[src/hdl/psbx_pkg.sv]
// ----------------------------------------------------------------------------
// psbx_pkg: shared types and constants of the point sorter
// Capacity, coordinate width and the point record handed along the cell row.
// ----------------------------------------------------------------------------
`default_nettype none

package psbx_pkg;

  // capacity of one set, one cell per point
  localparam int unsigned MaxPoints = 16;

  // coordinate width, signed fixed point with 8 fraction bits
  localparam int unsigned CoordW = 32;

  // width of the point counter, able to hold MaxPoints itself
  localparam int unsigned CntW = $clog2(MaxPoints + 1);

  // one point with its valid bit; dsp marks a point pushed out of a cell
  typedef struct packed {
    logic              vld;
    logic              dsp;
    logic [CoordW-1:0] x;
    logic [CoordW-1:0] y;
  } point_t;

endpackage

`default_nettype wire

[src/hdl/point_sort_by_x.sv]
// ----------------------------------------------------------------------------
// point_sort_by_x: stable ascending sort of a point set by X
// Collects points into a row of sorting cells and reads them out in order.
// ----------------------------------------------------------------------------
// Points are taken one per cycle while loading; each enters a row of
// MaxPoints cells and ripples right one cell per cycle until it finds its
// place, so the row always holds the set sorted by X with equal X values in
// arrival order. Points beyond MaxPoints are discarded and the set is
// marked dropped. After the point carrying set_end the block stops taking
// input until the set has been read out: it waits until the last point has
// settled in the row, then shifts the row out towards cell 0 at one result
// per cycle while out_ready_i is high, the final one with out_last.
`default_nettype none

module point_sort_by_x (
  input  wire         clk_i,
  input  wire         rst_ni,
  input  wire         in_valid_i,
  output logic        in_ready_o,
  input  wire  [31:0] pos_x_i,
  input  wire  [31:0] pos_y_i,
  input  wire         set_end_i,
  output logic        out_valid_o,
  input  wire         out_ready_i,
  output logic [31:0] out_x_o,
  output logic [31:0] out_y_o,
  output logic        out_last_o,
  output logic        dropped_o
);

  localparam int unsigned N = psbx_pkg::MaxPoints;
  localparam int unsigned W = psbx_pkg::CntW;

  typedef enum logic [2:0] {
    StLoad   = 3'b001,
    StSettle = 3'b010,
    StEmit   = 3'b100
  } state_e;

  state_e         state_q, state_d;
  logic [W-1:0]   fill_q, fill_d;
  logic           ovf_q, ovf_d;
  logic           in_acc, out_acc, room, shift;
  logic [N-1:0]   pass_vld;
  logic           pass_any;

  psbx_pkg::point_t pass_w [N+1];
  psbx_pkg::point_t held_w [N+1];

  assign room    = fill_q < W'(N);
  assign in_acc  = in_valid_i && in_ready_o;
  assign out_acc = out_valid_o && out_ready_i;
  assign shift   = out_acc;

  // entry point of the row, end of the row reads as empty
  assign pass_w[0] = '{vld: in_acc && room, dsp: 1'b0, x: pos_x_i, y: pos_y_i};
  assign held_w[N] = '0;

  // cell row
  for (genvar i = 0; i < N; i++) begin : g_cell
    psbx_cell u_cell (
      .clk_i       (clk_i),
      .rst_ni      (rst_ni),
      .shift_i     (shift),
      .pass_i      (pass_w[i]),
      .next_held_i (held_w[i+1]),
      .pass_o      (pass_w[i+1]),
      .held_o      (held_w[i])
    );
    assign pass_vld[i] = pass_w[i+1].vld;
  end

  assign pass_any = |pass_vld;

  // sequencing of load, settle and readout
  always_comb begin
    state_d = state_q;
    fill_d  = fill_q;
    ovf_d   = ovf_q;
    unique case (state_q)
      StLoad: begin
        if (in_acc) begin
          if (room) begin
            fill_d = fill_q + W'(1);
          end else begin
            ovf_d = 1'b1;
          end
          if (set_end_i) begin
            state_d = StSettle;
          end
        end
      end
      StSettle: begin
        if (!pass_any) begin
          state_d = StEmit;
        end
      end
      StEmit: begin
        if (out_acc) begin
          fill_d = fill_q - W'(1);
          if (out_last_o) begin
            state_d = StLoad;
            ovf_d   = 1'b0;
          end
        end
      end
      default: state_d = StLoad;
    endcase
  end

  always_ff @(posedge clk_i or negedge rst_ni) begin
    if (!rst_ni) begin
      state_q <= StLoad;
      fill_q  <= '0;
      ovf_q   <= 1'b0;
    end else begin
      state_q <= state_d;
      fill_q  <= fill_d;
      ovf_q   <= ovf_d;
    end
  end

  // handshakes and result fields, cell 0 holds the smallest point
  assign in_ready_o  = state_q == StLoad;
  assign out_valid_o = state_q == StEmit;
  assign out_x_o     = held_w[0].x;
  assign out_y_o     = held_w[0].y;
  assign out_last_o  = fill_q == W'(1);
  assign dropped_o   = ovf_q;

  // readout only starts once nothing is rippling through the row
  a_emit_settled : assert property (@(posedge clk_i) disable iff (!rst_ni)
    (state_q == StEmit) |-> !pass_any)
    else $error("point still moving during readout");

  // every result shown comes from an occupied cell
  a_head_valid : assert property (@(posedge clk_i) disable iff (!rst_ni)
    out_valid_o |-> held_w[0].vld)
    else $error("readout from empty cell");

  // the final transaction of a set leaves the block empty
  a_set_done : assert property (@(posedge clk_i) disable iff (!rst_ni)
    (out_acc && out_last_o) |=> (fill_q == '0 && !held_w[0].vld && !ovf_q))
    else $error("state left over after final result");

  // the point count never exceeds the row length
  a_fill_bound : assert property (@(posedge clk_i) disable iff (!rst_ni)
    fill_q <= W'(N))
    else $error("point count beyond capacity");

endmodule

`default_nettype wire

[src/hdl/psbx_cell.sv]
// ----------------------------------------------------------------------------
// psbx_cell: one slot of the systolic insertion sorter
// Holds one point; a new point with a smaller X displaces it, a point pushed
// out further left always takes the slot, and the held point moves on to the
// right. During readout the row shifts left.
// ----------------------------------------------------------------------------
`default_nettype none

module psbx_cell (
  input  wire                 clk_i,
  input  wire                 rst_ni,
  input  wire                 shift_i,
  input  psbx_pkg::point_t    pass_i,
  input  psbx_pkg::point_t    next_held_i,
  output psbx_pkg::point_t    pass_o,
  output psbx_pkg::point_t    held_o
);

  psbx_pkg::point_t held_q, held_d;
  psbx_pkg::point_t pass_q, pass_d;
  logic             less;

  // strictly smaller key displaces, equal keys keep arrival order
  assign less = $signed(pass_i.x) < $signed(held_q.x);

  // insert or shift, a displaced point is older than any equal key further on
  always_comb begin
    held_d     = held_q;
    pass_d     = pass_i;
    pass_d.vld = 1'b0;
    if (shift_i) begin
      held_d = next_held_i;
    end else if (pass_i.vld) begin
      if (!held_q.vld) begin
        held_d = pass_i;
      end else if (less || pass_i.dsp) begin
        held_d     = pass_i;
        pass_d     = held_q;
        pass_d.dsp = 1'b1;
      end else begin
        pass_d = pass_i;
      end
    end
  end

  // held and passing point
  always_ff @(posedge clk_i or negedge rst_ni) begin
    if (!rst_ni) begin
      held_q <= '0;
      pass_q <= '0;
    end else begin
      held_q <= held_d;
      pass_q <= pass_d;
    end
  end

  assign pass_o = pass_q;
  assign held_o = held_q;

endmodule

`default_nettype wire

[config.mk]
export PLATFORM = sky130hd
export DESIGN_NAME = point_sort_by_x
export DESIGN_NICKNAME = d
export VERILOG_FILES = /design/src/hdl/psbx_pkg.sv /design/src/hdl/point_sort_by_x.sv /design/src/hdl/psbx_cell.sv
export SDC_FILE = /design/constraint.sdc
export NUM_CORES = 2
export LEC_CHECK = 0
export BUFFER_PORTS_ARGS = -buffer_cell sky130_fd_sc_hd__buf_2
export CELL_PAD_IN_SITES_DETAIL_PLACEMENT = 2
export CELL_PAD_IN_SITES_GLOBAL_PLACEMENT = 2
export CORE_AREA = 10 10 527 529
export DETAILED_ROUTE_END_ITERATION = 8
export DIE_AREA = 0 0 537 539
export PLACE_DENSITY_LB_ADDON = 0.1
export SKIP_CTS_REPAIR_TIMING = 1
export SLEW_MARGIN = 20
export SYNTH_ARGS = -nofsm -noshare
export SYNTH_HDL_FRONTEND = slang
export SYNTH_SLANG_ARGS = --single-unit
[constraint.sdc]
create_clock -name clk_i -period 3.3 [get_ports clk_i]
set_clock_uncertainty 0.1 [all_clocks]
set_input_delay 0.66 -clock clk_i [delete_from_list [all_inputs] [get_ports clk_i]]
set_output_delay 0.66 -clock clk_i [all_outputs]
set_load 0.01 [all_outputs]
# Yosys cells after proc, flatten, opt, wreduce, memory -nomap -nowiden

Cells that the tools add are included.

Input port bits: 69
Register bits: 2,055
Logic and storage cells: 371
Output and inout port bits: 68

Equal/unequal tests: 27
Muxes and demuxes: 143
$add $sub $neg: 2
Magnitude comparators: 17
Reductions and logical operators: 55

Operators by type and width:

| operator                                             | count |
|---|---|
| two-way mux 66 bit                                   | 96 |
| two-way mux 65 bit                                   | 32 |
| < comparator 32 bit                                  | 16 |
| != test 3 bit (second input constant)                | 15 |
| nonzero test 2 bit                                   | 17 |
| AND reduction 2 bit                                  | 16 |
| OR reduction 16 bit                                  | 1 |
| logical OR 1 bit                                     | 15 |
| two-way mux 3 bit                                    | 5 |
| two-way mux 5 bit                                    | 3 |
| != test 2 x 1 -> 1 bit (second input constant)       | 5 |
| one-hot mux 5 bit (2 select lines)                   | 1 |
| AND reduction 5 bit                                  | 2 |
| one-hot mux 3 bit (3 select lines)                   | 1 |
| adder 5 x 1 -> 5 bit (second input constant)         | 1 |
| equality test 5 x 1 -> 1 bit (second input constant) | 1 |
| < comparator 5 bit (second input constant)           | 1 |
| subtractor 5 x 1 -> 5 bit (second input constant)    | 1 |
| two-way mux 1 bit                                    | 4 |
| != test 2 bit (second input constant)                | 2 |
| AND reduction 4 bit                                  | 1 |
| equality test 3 x 1 -> 1 bit (second input constant) | 1 |
| equality test 3 x 2 -> 1 bit (second input constant) | 1 |
| equality test 3 bit (second input constant)          | 1 |
| 3 further kinds                                      | 5 |

# Logic depth before layout (Yosys ltp)

Word-level depth: 6
Depth in mapped cells: 13
Mapped depth without buffers: 9

# By module

From an unflattened synthesis, not the netlist that was laid out.

Cells, all modules: 7,581
Area, all modules: 106,030.4 µm²

By module, submodules not included:

| module                           | cells each | times used | seq. area each (µm²) | area an instance (µm²) |
|---|---|---|---|---|
| psbx_cell (g_cell[0].u_cell ...) | 471        | 8          | 3,303.2              | 6,641.4 |
| psbx_cell (g_cell[2].u_cell ...) | 469        | 8          | 3,303.2              | 6,536.3 |
| point_sort_by_x                  | 61         | 1          | 226.5                | 609.3 |

# Worst setup path after synthesis

Ideal clock, no wire load.

Path kind: input to register
Start point: input port pos_x_i[9]
End point: register g_cell[0].u_cell.pass_q, in the netlist g_cell[0].u_cell.pass_o[10]
Stages on the path: 9
Buffers on the path: 1
Setup time: 0.125 ns
Data arrival time: 2.702 ns
Data required time: 3.075 ns
Setup slack: 0.373 ns
Path through: ha_1 -> a21oi_1 -> o21ai_0 -> or3b_2 -> a31oi_1 -> nor2_2 -> mux2i_4 -> buf_2 -> mux2_2

RTL lines:

| what                 | line                  | source |
|---|---|---|
| from (decl)          | point_sort_by_x.sv:20 | `input wire [31:0] pos_x_i,` |
| to (signal assigned) | psbx_cell.sv:53       | `pass_q <= pass_d;` |
| to (decl)            | psbx_cell.sv:20       | `psbx_pkg::point_t pass_q, pass_d;` |

# Worst setup path in the final report

Start point: register g_cell[7].u_cell.pass_q, in the netlist g_cell[7].u_cell.pass_o[62]
End point: register g_cell[8].u_cell.held_q, in the netlist g_cell[8].u_cell.held_o[3]

Cells in the longest elaborated chain, start to end: 4

Ends and longest elaborated chain:

| what                          | line            | source |
|---|---|---|
| from (decl)                   | psbx_cell.sv:20 |  |
| from (signal assigned)        | psbx_cell.sv:53 |  |
| < comparator 32 bit           | psbx_cell.sv:24 | `assign less = $signed(pass_i.x) < $signed(held_q.x);` |
| logical OR 1 bit              | psbx_cell.sv:36 | `end else if (less \|\| pass_i.dsp) begin` |
| != test 3 bit (no line)       | --              |  |
| AND reduction 2 bit (no line) | --              |  |
| to (signal assigned)          | psbx_cell.sv:52 | `held_q <= held_d;` |
| to (decl)                     | psbx_cell.sv:19 | `psbx_pkg::point_t held_q, held_d;` |

Every way passes these cells.
A chain may end at the register's enable or synchronous reset.

==> impl_results.md <==
- Crit. End Element: flip-flop
- CP max FO: 9
- Final setup fails: 34
- Syn_area_per_cell: 11.49 sq um
- Clock sink count: 2040
- Hpwl dp: 207400 um
- Die Height: 539 um
- Share of layout cells above drive strength 1: 26.03%
- CP required: 3.96 ns
- Final worst slack: -0.04648 ns
- Startpoint Class: flip-flop
- Num ports: 137
- Ys Warns: 0
- Compound-cell area share of the yosys netlist: 11.51%
- CTS H-tree depth: 4
- CTS tree: built
- Drt first pass iters: 5
- WP data arrival: 4.01 ns
- DR WL/cell: 23.58 um
- Antenna viol nets, final: 0
- Syn_nets: 9365
- Maximum root-to-sink buffer count: 3
- Clock root cell: clkbuf_16
- TNS Setup: -0.5230 ns
- Post-Route WL: 307200 um
- Antenna violations before repair: 4
- Vias in the first global route: 81390
- Worst vdd ir: 774.3 uV
- Power density over cell area: 1056 nW/um^2
- RePlAce Congestion: 0.8089
- Cell Area, Synth: 101000 sq um
- Synth top area cells: dfrtp_1 50%, mux2_2 12%, ha_1 6.2%
- Seq/Total Area, Yosys: 50.52%
- Num CTS Buffers: 235
- Port Buf Inserts: 136
- DR vias: 71290
- Post-Synth Simple-Gate Area: 8.471%
- Most common cell in the netlist: dfrtp_1
- Area grow syn2layout: 18.05%
- Post-route DRC: 0
- Worst Path Class, Setup: flip-flop to flip-flop
- Final core occ: 44.68%
- Worst Max-Slew Pin Slew: 0.9148 ns
- Adder-Cell Fraction of Synth Area: 6.179%
- Reg clk slew, reported paths: 0.06 ns
- # Max-Cap Violations: 0
- Vias/cell: 5.472
- Most frequent cells after synthesis: 2039 x dfrtp_1, 1118 x mux2_2, 1010 x nand2_1, 516 x inv_1, 499 x ha_1
- Clock Latency Late Sink: 0.89 ns
- Placed Area: 109400 sq um
- Crit share post-route: 101.4%
- Post-synth ARST share: 100.0%
- GRT Total Usage: 20.57%
- Die Width: 537 um
- Max Clk Rate: 0.2988 GHz
- Pins Over Slew Limit: 0
- Failing checks: setup timing
- Core area: 267000 sq um
- Syn Inst Count: 8797
- Iteration-0 DRC Markers: 3341
- Synth Area in XOR/XNOR: 0.06067%
- Largest family of logic cells by synthesized area: multiplexers
- Post-route cell area: 119300 sq um
- Synth Flop Type: dfrtp_1
- Filler cells: 26530
- Final Hold Fails: 0
- Slew HR: 39.01%
- Pin count of the biggest net entering global routing: 124
- First-pass GRT wire length: 489100 um
- Distinct cell type count after synthesis: 89
- Post-synthesis mux area share: 18.00%
- Largest area contributor in the netlist: dfrtp_1
- Post-synth EDFFs: 0
- Status: finished with violations
- Die area: 289400 sq um
- Grt total ovfl: 0
- Leakage Power: 55.73 nW
- Yosys reg bits: 2040
- Share of the synthesized area in the top cell type: 50.49%
- Final net count: 9847
- Min cycle time layout: 3.346 ns
- WHS: 0.03576 ns
- Hold Crit Class: input port to flip-flop
- RSZ-0062 raised after global routing: yes
- Overall power: 126.0 mW
- Starting density of the core: 37.85%
- Site row count: 190
flip-flops by register name (all words and copies together), names as in the netlist:
register and flops:
dropped_o 1, fill_q 5, g_cell.u_cell.held_o 1040, g_cell.u_cell.pass_o 991, state_q 3
worst max-delay path: stages (launching register included):
cell and delay [ns]:
dfrtp_1 0.43, ha_1 0.35, nand4_1 0.18, inv_1 0.08
a211oi_2 0.40, nand2_1 0.17, or4b_4 0.52, a41oi_4 0.24
buf_12 0.18, buf_6 0.21, mux2_2 0.35
kinds of logic (layout without fill, tap and decap cells):
logic type                 after synthesis  count (layout)
xor gates and xnor gates                 7               7
other                                    0               4
DFF                                   2040            2040
adders and majority gates              499             499
and+or+nand+nor                       1825            1825
AOI/OAI and AO/OA                     1614            1614
buffers and inverters                 1153            1829
muxes                                 1659            1659
final timing paths:
check | from | to | slack [ns] | depth (start not counted)
max | g_cell[7].u_cell.pass_o[62] | g_cell[8].u_cell.held_o[3] | -0.05 | 10
min | pos_x_i[15] | g_cell[0].u_cell.pass_o[47] | 0.04 | 3
max reg2reg | g_cell[7].u_cell.pass_o[62] | g_cell[8].u_cell.held_o[3] | -0.05 | 10
min reg2reg | g_cell[14].u_cell.pass_o[21] | g_cell[15].u_cell.held_o[21] | 0.34 | 1
max in group asynchronous | rst_ni | g_cell[4].u_cell.held_o[47] | 1.59 | 4
min in group asynchronous | rst_ni | g_cell[15].u_cell.held_o[36] | 0.26 | 2
power breakdown:
part	leakage (nW)	internal, mW	switching [mW]
combinational	27.9	24.4	27.0
sequential	23.9	36.8	10.8
clock	3.94	15.7	11.3
routing by layer:
layer	GRT usage, %	routed length (um)	vias up
met4	4.340	5700	0
met5	0	0	-
met3	2.457	6803	377
met1	29.23	146800	37310
li1	-	-	32840
met2	33.73	147800	762
cells in the final DEF (no fill, tap or decap), drive strengths merged, types with 58 or more instances in the layout:
master / synthesis / layout
nand3: 128 / 128
a221oi: 84 / 84
nand2: 1016 / 1016
a22oi: 69 / 69
clkinv: 0 / 58
mux2i: 437 / 437
a2bb2oi: 315 / 315
nand4: 119 / 119
nor4: 78 / 78
o22ai: 449 / 449
inv: 517 / 517
clkbuf: 185 / 362
dlygate4sd3: 0 / 60
dfrtp: 2039 / 2039
buf: 451 / 807
mux2: 1222 / 1222
a21oi: 209 / 209
nor2: 151 / 151
a22o: 64 / 64
ha: 499 / 499
nor3: 127 / 127
o21ai: 151 / 151
o2111ai: 72 / 72
final cells by class:
cell class                 count  area (sq um)  area share [%]
sequential                  2040         51060           42.80
multi-input combinational   5604         45270           37.95
timing repair buffer         881          8482           7.111
clock buffer                 349          6899           5.784
tap                         3552          4444           3.726
inverter                     517          1943           1.629
clock inverter                82          1179          0.9881
antenna                        4         10.01        0.008391
through the flow:
stage | std cells | setup slack, ns
6_report | 13030 | -0.04648
5_1_grt | 13030 | -0.1582
4_1_cts | 12910 | -0.2712
3_5_place_dp | 12480 | -0.3069
3_3_place_gp | 12480 | -0.3650
2_1_floorplan | 8797 | 0.3731
Note: power is estimated with default switching activity, not from simulation.
